==> src/sv/sitda_pkg.sv <==
`timescale 1ns / 1ps

package sitda_pkg;

  // Input width and derived conversion sizes
  localparam int VALUE_WIDTH = 32;
  localparam int DIGIT_BITS  = 4;
  localparam int STEP_BITS   = 4;
  localparam int STEPS       = (VALUE_WIDTH + STEP_BITS - 1) / STEP_BITS;
  localparam int PAD_W       = STEPS * STEP_BITS;
  localparam int NDIG        = (VALUE_WIDTH * 3) / 10 + 1;
  localparam int BCD_W       = NDIG * DIGIT_BITS;
  localparam int IDX_W       = (NDIG > 1) ? $clog2(NDIG) : 1;
  localparam int STEP_W      = (STEPS > 1) ? $clog2(STEPS) : 1;
  localparam int CODE_W      = 6;

  // ASCII codes
  localparam logic [CODE_W-1:0] ASCII_ZERO  = CODE_W'(48);
  localparam logic [CODE_W-1:0] ASCII_MINUS = CODE_W'(45);

  // Double-dabble correction: digits of 5 or more get 3 added before the shift
  localparam logic [DIGIT_BITS-1:0] DD_THRESH = DIGIT_BITS'(5);
  localparam logic [DIGIT_BITS-1:0] DD_ADJ    = DIGIT_BITS'(3);

  // Controller to datapath commands
  typedef struct packed {
    logic load;      // capture magnitude and sign, clear BCD
    logic step;      // one multi-bit double-dabble step
    logic scan;      // latch index of leading nonzero digit
    logic dec;       // advance to next lower digit
    logic sel_sign;  // character output shows the minus sign
  } cmd_t;

  // Datapath to controller status
  typedef struct packed {
    logic neg;       // captured value was negative
    logic idx_zero;  // current digit is the least significant one
  } sts_t;

endpackage

==> src/sv/signed_int_to_decimal_ascii.sv <==
`timescale 1ns / 1ps

// Converts one signed two's-complement integer to decimal ASCII, one character
// per output transfer: a leading '-' (45) for negative values, then digits
// (48..57) most significant first, no leading zeros, zero giving "0";
// out_last_char marks the final character. The most negative value prints
// correctly. One number is handled at a time: after the input transfer the
// binary-to-BCD unit converts 4 bits per cycle over 32 bits, a scan state
// finds the leading digit, then the characters follow, each waiting until
// the output side accepts it. in_ready is high only while no number is in
// progress.
module signed_int_to_decimal_ascii (
  input  logic                                     clk,
  input  logic                                     rst_n,
  input  logic                                     in_valid,
  output logic                                     in_ready,
  input  logic signed [sitda_pkg::VALUE_WIDTH-1:0] in_value,
  output logic                                     out_valid,
  input  logic                                     out_ready,
  output logic [sitda_pkg::CODE_W-1:0]             out_char_code,
  output logic                                     out_last_char
);

  sitda_pkg::cmd_t cmd;
  sitda_pkg::sts_t sts;

  // Sequencer
  sitda_ctrl u_ctrl (
    .clk           (clk),
    .rst_n         (rst_n),
    .in_valid      (in_valid),
    .in_ready      (in_ready),
    .out_valid     (out_valid),
    .out_ready     (out_ready),
    .out_last_char (out_last_char),
    .cmd           (cmd),
    .sts           (sts)
  );

  // Magnitude, BCD conversion and character select
  sitda_dp u_dp (
    .clk       (clk),
    .in_value  (in_value),
    .cmd       (cmd),
    .sts       (sts),
    .char_code (out_char_code)
  );

endmodule

==> src/sv/sitda_dp.sv <==
`timescale 1ns / 1ps

module sitda_dp (
  input  logic                                   clk,
  input  logic signed [sitda_pkg::VALUE_WIDTH-1:0] in_value,
  input  sitda_pkg::cmd_t                        cmd,
  output sitda_pkg::sts_t                        sts,
  output logic [sitda_pkg::CODE_W-1:0]           char_code
);

  logic [sitda_pkg::PAD_W-1:0]       mag_r, mag_nxt;
  logic [sitda_pkg::BCD_W-1:0]       bcd_r, bcd_nxt;
  logic [sitda_pkg::IDX_W-1:0]       idx_r, idx_nxt;
  logic                              neg_r, neg_nxt;
  logic [sitda_pkg::VALUE_WIDTH-1:0] mag_w;
  logic [sitda_pkg::PAD_W-1:0]       mag_v;
  logic [sitda_pkg::BCD_W-1:0]       bcd_v;
  logic [sitda_pkg::IDX_W-1:0]       top_idx;
  logic [sitda_pkg::DIGIT_BITS-1:0]  dig;

  // Unsigned magnitude; the most negative value maps to 2^(W-1)
  assign mag_w = in_value[sitda_pkg::VALUE_WIDTH-1] ?
                 (~in_value) + sitda_pkg::VALUE_WIDTH'(1) : in_value;

  // Double dabble, STEP_BITS bits per cycle
  always_comb begin
    bcd_v = bcd_r;
    mag_v = mag_r;
    for (int b = 0; b < sitda_pkg::STEP_BITS; b++) begin
      for (int d = 0; d < sitda_pkg::NDIG; d++) begin
        if (bcd_v[d*sitda_pkg::DIGIT_BITS +: sitda_pkg::DIGIT_BITS] >= sitda_pkg::DD_THRESH) begin
          bcd_v[d*sitda_pkg::DIGIT_BITS +: sitda_pkg::DIGIT_BITS] =
            bcd_v[d*sitda_pkg::DIGIT_BITS +: sitda_pkg::DIGIT_BITS] + sitda_pkg::DD_ADJ;
        end
      end
      {bcd_v, mag_v} = {bcd_v[sitda_pkg::BCD_W-2:0], mag_v, 1'b0};
    end
  end

  // Highest nonzero digit, zero when the value is zero
  always_comb begin
    top_idx = '0;
    for (int d = 0; d < sitda_pkg::NDIG; d++) begin
      if (bcd_r[d*sitda_pkg::DIGIT_BITS +: sitda_pkg::DIGIT_BITS] != '0) begin
        top_idx = sitda_pkg::IDX_W'(d);
      end
    end
  end

  // Next-state selection
  always_comb begin
    mag_nxt = mag_r;
    bcd_nxt = bcd_r;
    idx_nxt = idx_r;
    neg_nxt = neg_r;
    if (cmd.load) begin
      mag_nxt = sitda_pkg::PAD_W'(mag_w);
      bcd_nxt = '0;
      neg_nxt = in_value[sitda_pkg::VALUE_WIDTH-1];
    end else if (cmd.step) begin
      mag_nxt = mag_v;
      bcd_nxt = bcd_v;
    end
    if (cmd.scan) begin
      idx_nxt = top_idx;
    end else if (cmd.dec) begin
      idx_nxt = idx_r - sitda_pkg::IDX_W'(1);
    end
  end

  // Payload registers
  always_ff @(posedge clk) begin
    mag_r <= mag_nxt;
    bcd_r <= bcd_nxt;
    idx_r <= idx_nxt;
    neg_r <= neg_nxt;
  end

  // Character output
  assign dig       = bcd_r[idx_r*sitda_pkg::DIGIT_BITS +: sitda_pkg::DIGIT_BITS];
  assign char_code = cmd.sel_sign ? sitda_pkg::ASCII_MINUS
                                  : sitda_pkg::ASCII_ZERO + sitda_pkg::CODE_W'(dig);

  assign sts.neg      = neg_r;
  assign sts.idx_zero = (idx_r == '0);

endmodule

==> src/sv/sitda_ctrl.sv <==
`timescale 1ns / 1ps

module sitda_ctrl (
  input  logic            clk,
  input  logic            rst_n,
  input  logic            in_valid,
  output logic            in_ready,
  output logic            out_valid,
  input  logic            out_ready,
  output logic            out_last_char,
  output sitda_pkg::cmd_t cmd,
  input  sitda_pkg::sts_t sts
);

  localparam logic [2:0] S_IDLE  = 3'd0;
  localparam logic [2:0] S_CONV  = 3'd1;
  localparam logic [2:0] S_SCAN  = 3'd2;
  localparam logic [2:0] S_SIGN  = 3'd3;
  localparam logic [2:0] S_DIGIT = 3'd4;

  logic [2:0]                   state_r, state_nxt;
  logic [sitda_pkg::STEP_W-1:0] cnt_r, cnt_nxt;

  // Next state and commands
  always_comb begin
    state_nxt     = state_r;
    cnt_nxt       = cnt_r;
    cmd           = '0;
    in_ready      = 1'b0;
    out_valid     = 1'b0;
    out_last_char = 1'b0;
    unique case (state_r)
      S_IDLE: begin
        in_ready = 1'b1;
        if (in_valid) begin
          cmd.load  = 1'b1;
          cnt_nxt   = '0;
          state_nxt = S_CONV;
        end
      end
      S_CONV: begin
        cmd.step = 1'b1;
        cnt_nxt  = cnt_r + sitda_pkg::STEP_W'(1);
        if (cnt_r == sitda_pkg::STEP_W'(sitda_pkg::STEPS - 1)) begin
          state_nxt = S_SCAN;
        end
      end
      S_SCAN: begin
        cmd.scan  = 1'b1;
        state_nxt = sts.neg ? S_SIGN : S_DIGIT;
      end
      S_SIGN: begin
        cmd.sel_sign = 1'b1;
        out_valid    = 1'b1;
        if (out_ready) begin
          state_nxt = S_DIGIT;
        end
      end
      S_DIGIT: begin
        out_valid     = 1'b1;
        out_last_char = sts.idx_zero;
        if (out_ready) begin
          if (sts.idx_zero) begin
            state_nxt = S_IDLE;
          end else begin
            cmd.dec = 1'b1;
          end
        end
      end
      default: begin
        state_nxt = S_IDLE;
      end
    endcase
  end

  // Control registers
  always_ff @(posedge clk) begin
    if (!rst_n) begin
      state_r <= S_IDLE;
      cnt_r   <= '0;
    end else begin
      state_r <= state_nxt;
      cnt_r   <= cnt_nxt;
    end
  end

endmodule

==> config.mk <==
export PLATFORM = sky130hd
export DESIGN_NAME = signed_int_to_decimal_ascii
export DESIGN_NICKNAME = d
export VERILOG_FILES = /design/src/sv/sitda_pkg.sv /design/src/sv/signed_int_to_decimal_ascii.sv /design/src/sv/sitda_dp.sv /design/src/sv/sitda_ctrl.sv
export SDC_FILE = /design/constraint.sdc
export NUM_CORES = 1
export LEC_CHECK = 0
export ABC_AREA = 1
export BUFFER_PORTS_ARGS = -buffer_cell sky130_fd_sc_hd__buf_2
export CORE_AREA = 2 2 140 142
export DETAILED_ROUTE_END_ITERATION = 12
export DIE_AREA = 0 0 142 144
export SLEW_MARGIN = 30
export SYNTH_ARGS = -nofsm -noshare
export SYNTH_HDL_FRONTEND = slang
export SYNTH_SLANG_ARGS = --single-unit
export TNS_END_PERCENT = 5
==> constraint.sdc <==
create_clock -name clk -period 8.44 [get_ports clk]
set_input_delay 1.688 -clock clk [delete_from_list [all_inputs] [get_ports clk]]
set_output_delay 1.688 -clock clk [all_outputs]
set_load 0.05 [all_outputs]
==> summary.md <==
| Metric | Value |
|---|---|
| Status | `finished clean` |
| Critical Path AT | `2550 ps` |
| Max Freq | `0.236 GHz` |
| Worst endpoint required time | `6750 ps` |
| CTS Buffer Depth | `2` |
| Num rows | `51` |
| Core area | `19,100 um^2` |
| Slew @ Worst Pin | `808 ps` |
| Post-synth top area cell | `nand2_1` |
| Gpl congestion | `0.851` |
| Post-Syn Area | `8370 um^2` |
| Number of global-route vias before repair | `7,258` |
| Vias per cell | `5.01` |
| Post-synthesis sequential area ratio | `24.3%` |
| # fillers | `1,989` |
| RSZ-0062 raised after global routing | `no` |
| Synth Warn # | `0` |
| Worst setup EP type | `output pin` |
| Register bit count reported by yosys | `83` |
| Layout cells sized above 1 | `14.7%` |
| Delay of the slowest cell on the worst path | `640 ps` |
| Router iterations before antenna repair | `5` |
| Synth Area per Inst | `6.26 um^2` |
| Initial antenna violation count | `0` |
| Ranking of synthesized cells by area | `nand2_1 (18%), edfxtp_1 (13%), dfxtp_1 (11%)` |
| Inserted Clock Buffers | `9` |
| Most common cell after layout, fill and taps aside | `nand2_1` |
| DRC violations left | `0` |
| H-tree depth | `3` |
| First-pass GRT wire length | `32.6 mm` |
| Die Ht | `144 um` |
| Clock Pin Slew Worst Setup and Hold Paths | `60 ps` |
| CP Buf/Inv Count | `3` |
| Final #Nets | `1,448` |
| Skew-Pair Late Insertion Delay | `340 ps` |
| Worst-case clock skew | `5.04 ps` |
| # Post-CTS Setup Buffers | `0` |
| Total Neg Setup Slack | `0 ps` |
| Cts repair resizes | `0` |
| Synth-to-layout area growth | `8.38%` |
| CTS tree | `yes` |
| Syn_nets | `1,417` |
| Max cap viols | `0` |
| DR iter-0 viols | `413` |
| Commonest cells after routing, fill and taps aside | `nand2_1 (391), inv_1 (194), nand3_1 (145)` |
| Via count of the routed design | `8,077` |
| Top Family by Delay on Critical Path | `buffers and inverters` |
| Crit-path max FO | `23` |
| Worst setup path category | `reg2out` |
| Multi-input logic area | `5420 um^2` |
| Final setup viols | `0` |
| Post-route ant nets | `0` |
| Slew margin rel. | `46.1%` |
| Initial Util | `43.9%` |
| Largest net degree at the start of global routing | `78` |
| Final min period | `4240 ps` |
| Mean routed wirelength per cell | `11.9 um` |
| Cts hold-fix bufs | `0` |
| Distinct cells, synth | `40` |
| Crit start category | `register` |
| Mapped Cells | `1,337` |
| Reg2reg path depth | `30` |
| Storage cell area | `2030 um^2` |
| Hold Path Cell Cnt | `2` |
| Final period utilization | `50.2%` |
| Final Max Slew Viols | `0` |
| Clk root buf | `clkbuf_16` |
| Cells along the critical path | `inv_1 > ha_1 > inv_1 > nor2_1 > nand2_1 > nor2_1 > buf_2` |
| Hold WC Path Type | `reg2reg` |
| Final WL | `19.2 mm` |
| Port bufs | `43` |
| Die X | `142 um` |
| Ports | `45` |
| CP max-delay cell | `edfxtp_1` |
| Die footprint | `20,400 um^2` |
| Final hold vios | `0` |
| Yosys top cell area share | `17.5%` |
| Clk sink count | `83` |
| Gr usage total | `19.2%` |
| Stages on worst setup path | `7` |
| Remaining global-route overflow | `0` |
| Post-DP HPWL | `15.0 mm` |
-- path summary, 6_finish.rpt --
check,to,slack [ps],start
setup / recovery,out_last_char,4200,u_dp.idx_r[0]
hold / removal,u_dp.bcd_r[0],460,u_dp.mag_r[28]
setup reg to reg,u_dp.bcd_r[37],4770,u_dp.bcd_r[33]
hold reg to reg,u_dp.bcd_r[0],460,u_dp.mag_r[28]
-- Yosys cell counts --
| cell type | instances |
|---|---|
| nand3_2 | 25 |
| clkinv_1 | 2 |
| o21ai_0 | 91 |
| dfxtp_1 | 46 |
| conb_1 | 1 |
| o21ai_2 | 26 |
| buf_4 | 1 |
| o31ai_1 | 2 |
| nor2_1 | 60 |
| nand3_1 | 145 |
| clkbuf_1 | 17 |
| inv_2 | 21 |
| ha_1 | 44 |
| buf_2 | 3 |
| o22ai_1 | 8 |
| o21ai_1 | 14 |
| and2_1 | 2 |
| xor2_2 | 1 |
| nor2_2 | 2 |
| nor3_1 | 16 |
| nand2_4 | 8 |
| nand2_1 | 391 |
| nor4_1 | 2 |
| a21oi_2 | 2 |
| inv_1 | 195 |
| a21oi_1 | 47 |
| nand3_4 | 1 |
| or2_2 | 2 |
| xor2_4 | 1 |
| or2_1 | 2 |
| a31oi_1 | 5 |
| buf_1 | 3 |
| nand2_2 | 53 |
| a21o_1 | 5 |
| edfxtp_1 | 37 |
| nand4_1 | 18 |
| xor2_1 | 25 |
| xnor2_1 | 5 |
| o211ai_1 | 4 |
| nand3b_1 | 4 |
-- logic make-up (layout without fill, tap and decap cells) --
kind of cell	count (synthesis)	count (layout)	share of synthesized area, %
compound gates	204	204	14.0
xor+xnor	32	32	3.66
fa+ha+maj	44	44	6.58
buf+inv	242	278	10.9
flops	83	83	24.3
other cells	1	2	0.0448
simple gates	731	731	40.5
-- per-stage QoR --
step / cells / setup slack, ps / hold WS, ps / area [um^2] / util [%]
floorplan: 1337 / 4650 / 422 / 8370 / -
global placement: 1595 / 4310 / 440 / 8790 / 46.1
detailed placement: 1595 / 4290 / 434 / 8800 / 46.1
CTS: 1611 / 4220 / 453 / 9070 / 47.5
global route: 1611 / 3930 / 476 / 9070 / 47.5
finish: 1612 / 4200 / 457 / 9070 / 47.6
-- sequential cells by signal (all words and copies together) (netlist names) --
signal,count
u_dp.mag_r,32
u_ctrl.cnt_r,3
u_dp.idx_r,4
u_dp.bcd_r,40
u_ctrl.state_r,3
u_dp.neg_r,1
-- tightest hold or removal path: stages, from the launching register on --
cell and delay (ps):
edfxtp_1 320, nand2_1 50, o21ai_0 50
-- final cells by class --
cell class / count / area share [%]
sequential: 83 / 22.4
clock buffer: 11 / 2.68
timing repair buffer: 44 / 2.45
multi-input combinational: 1012 / 59.8
inverter: 218 / 9.06
clock inverter: 5 / 0.331
tap: 238 / 3.28
antenna: 1 / 0.0276
-- per-layer routing --
layer / wire [um] / track usage (%)
met5: 0 / 0
met4: 187 / 4.79
met3: 576 / 2.62
met2: 8930 / 33.9
met1: 9500 / 24.9
Power is left out: the tool's default activity adds up to more than one toggle a clock period on the data nets, which glitch-free logic cannot reach.
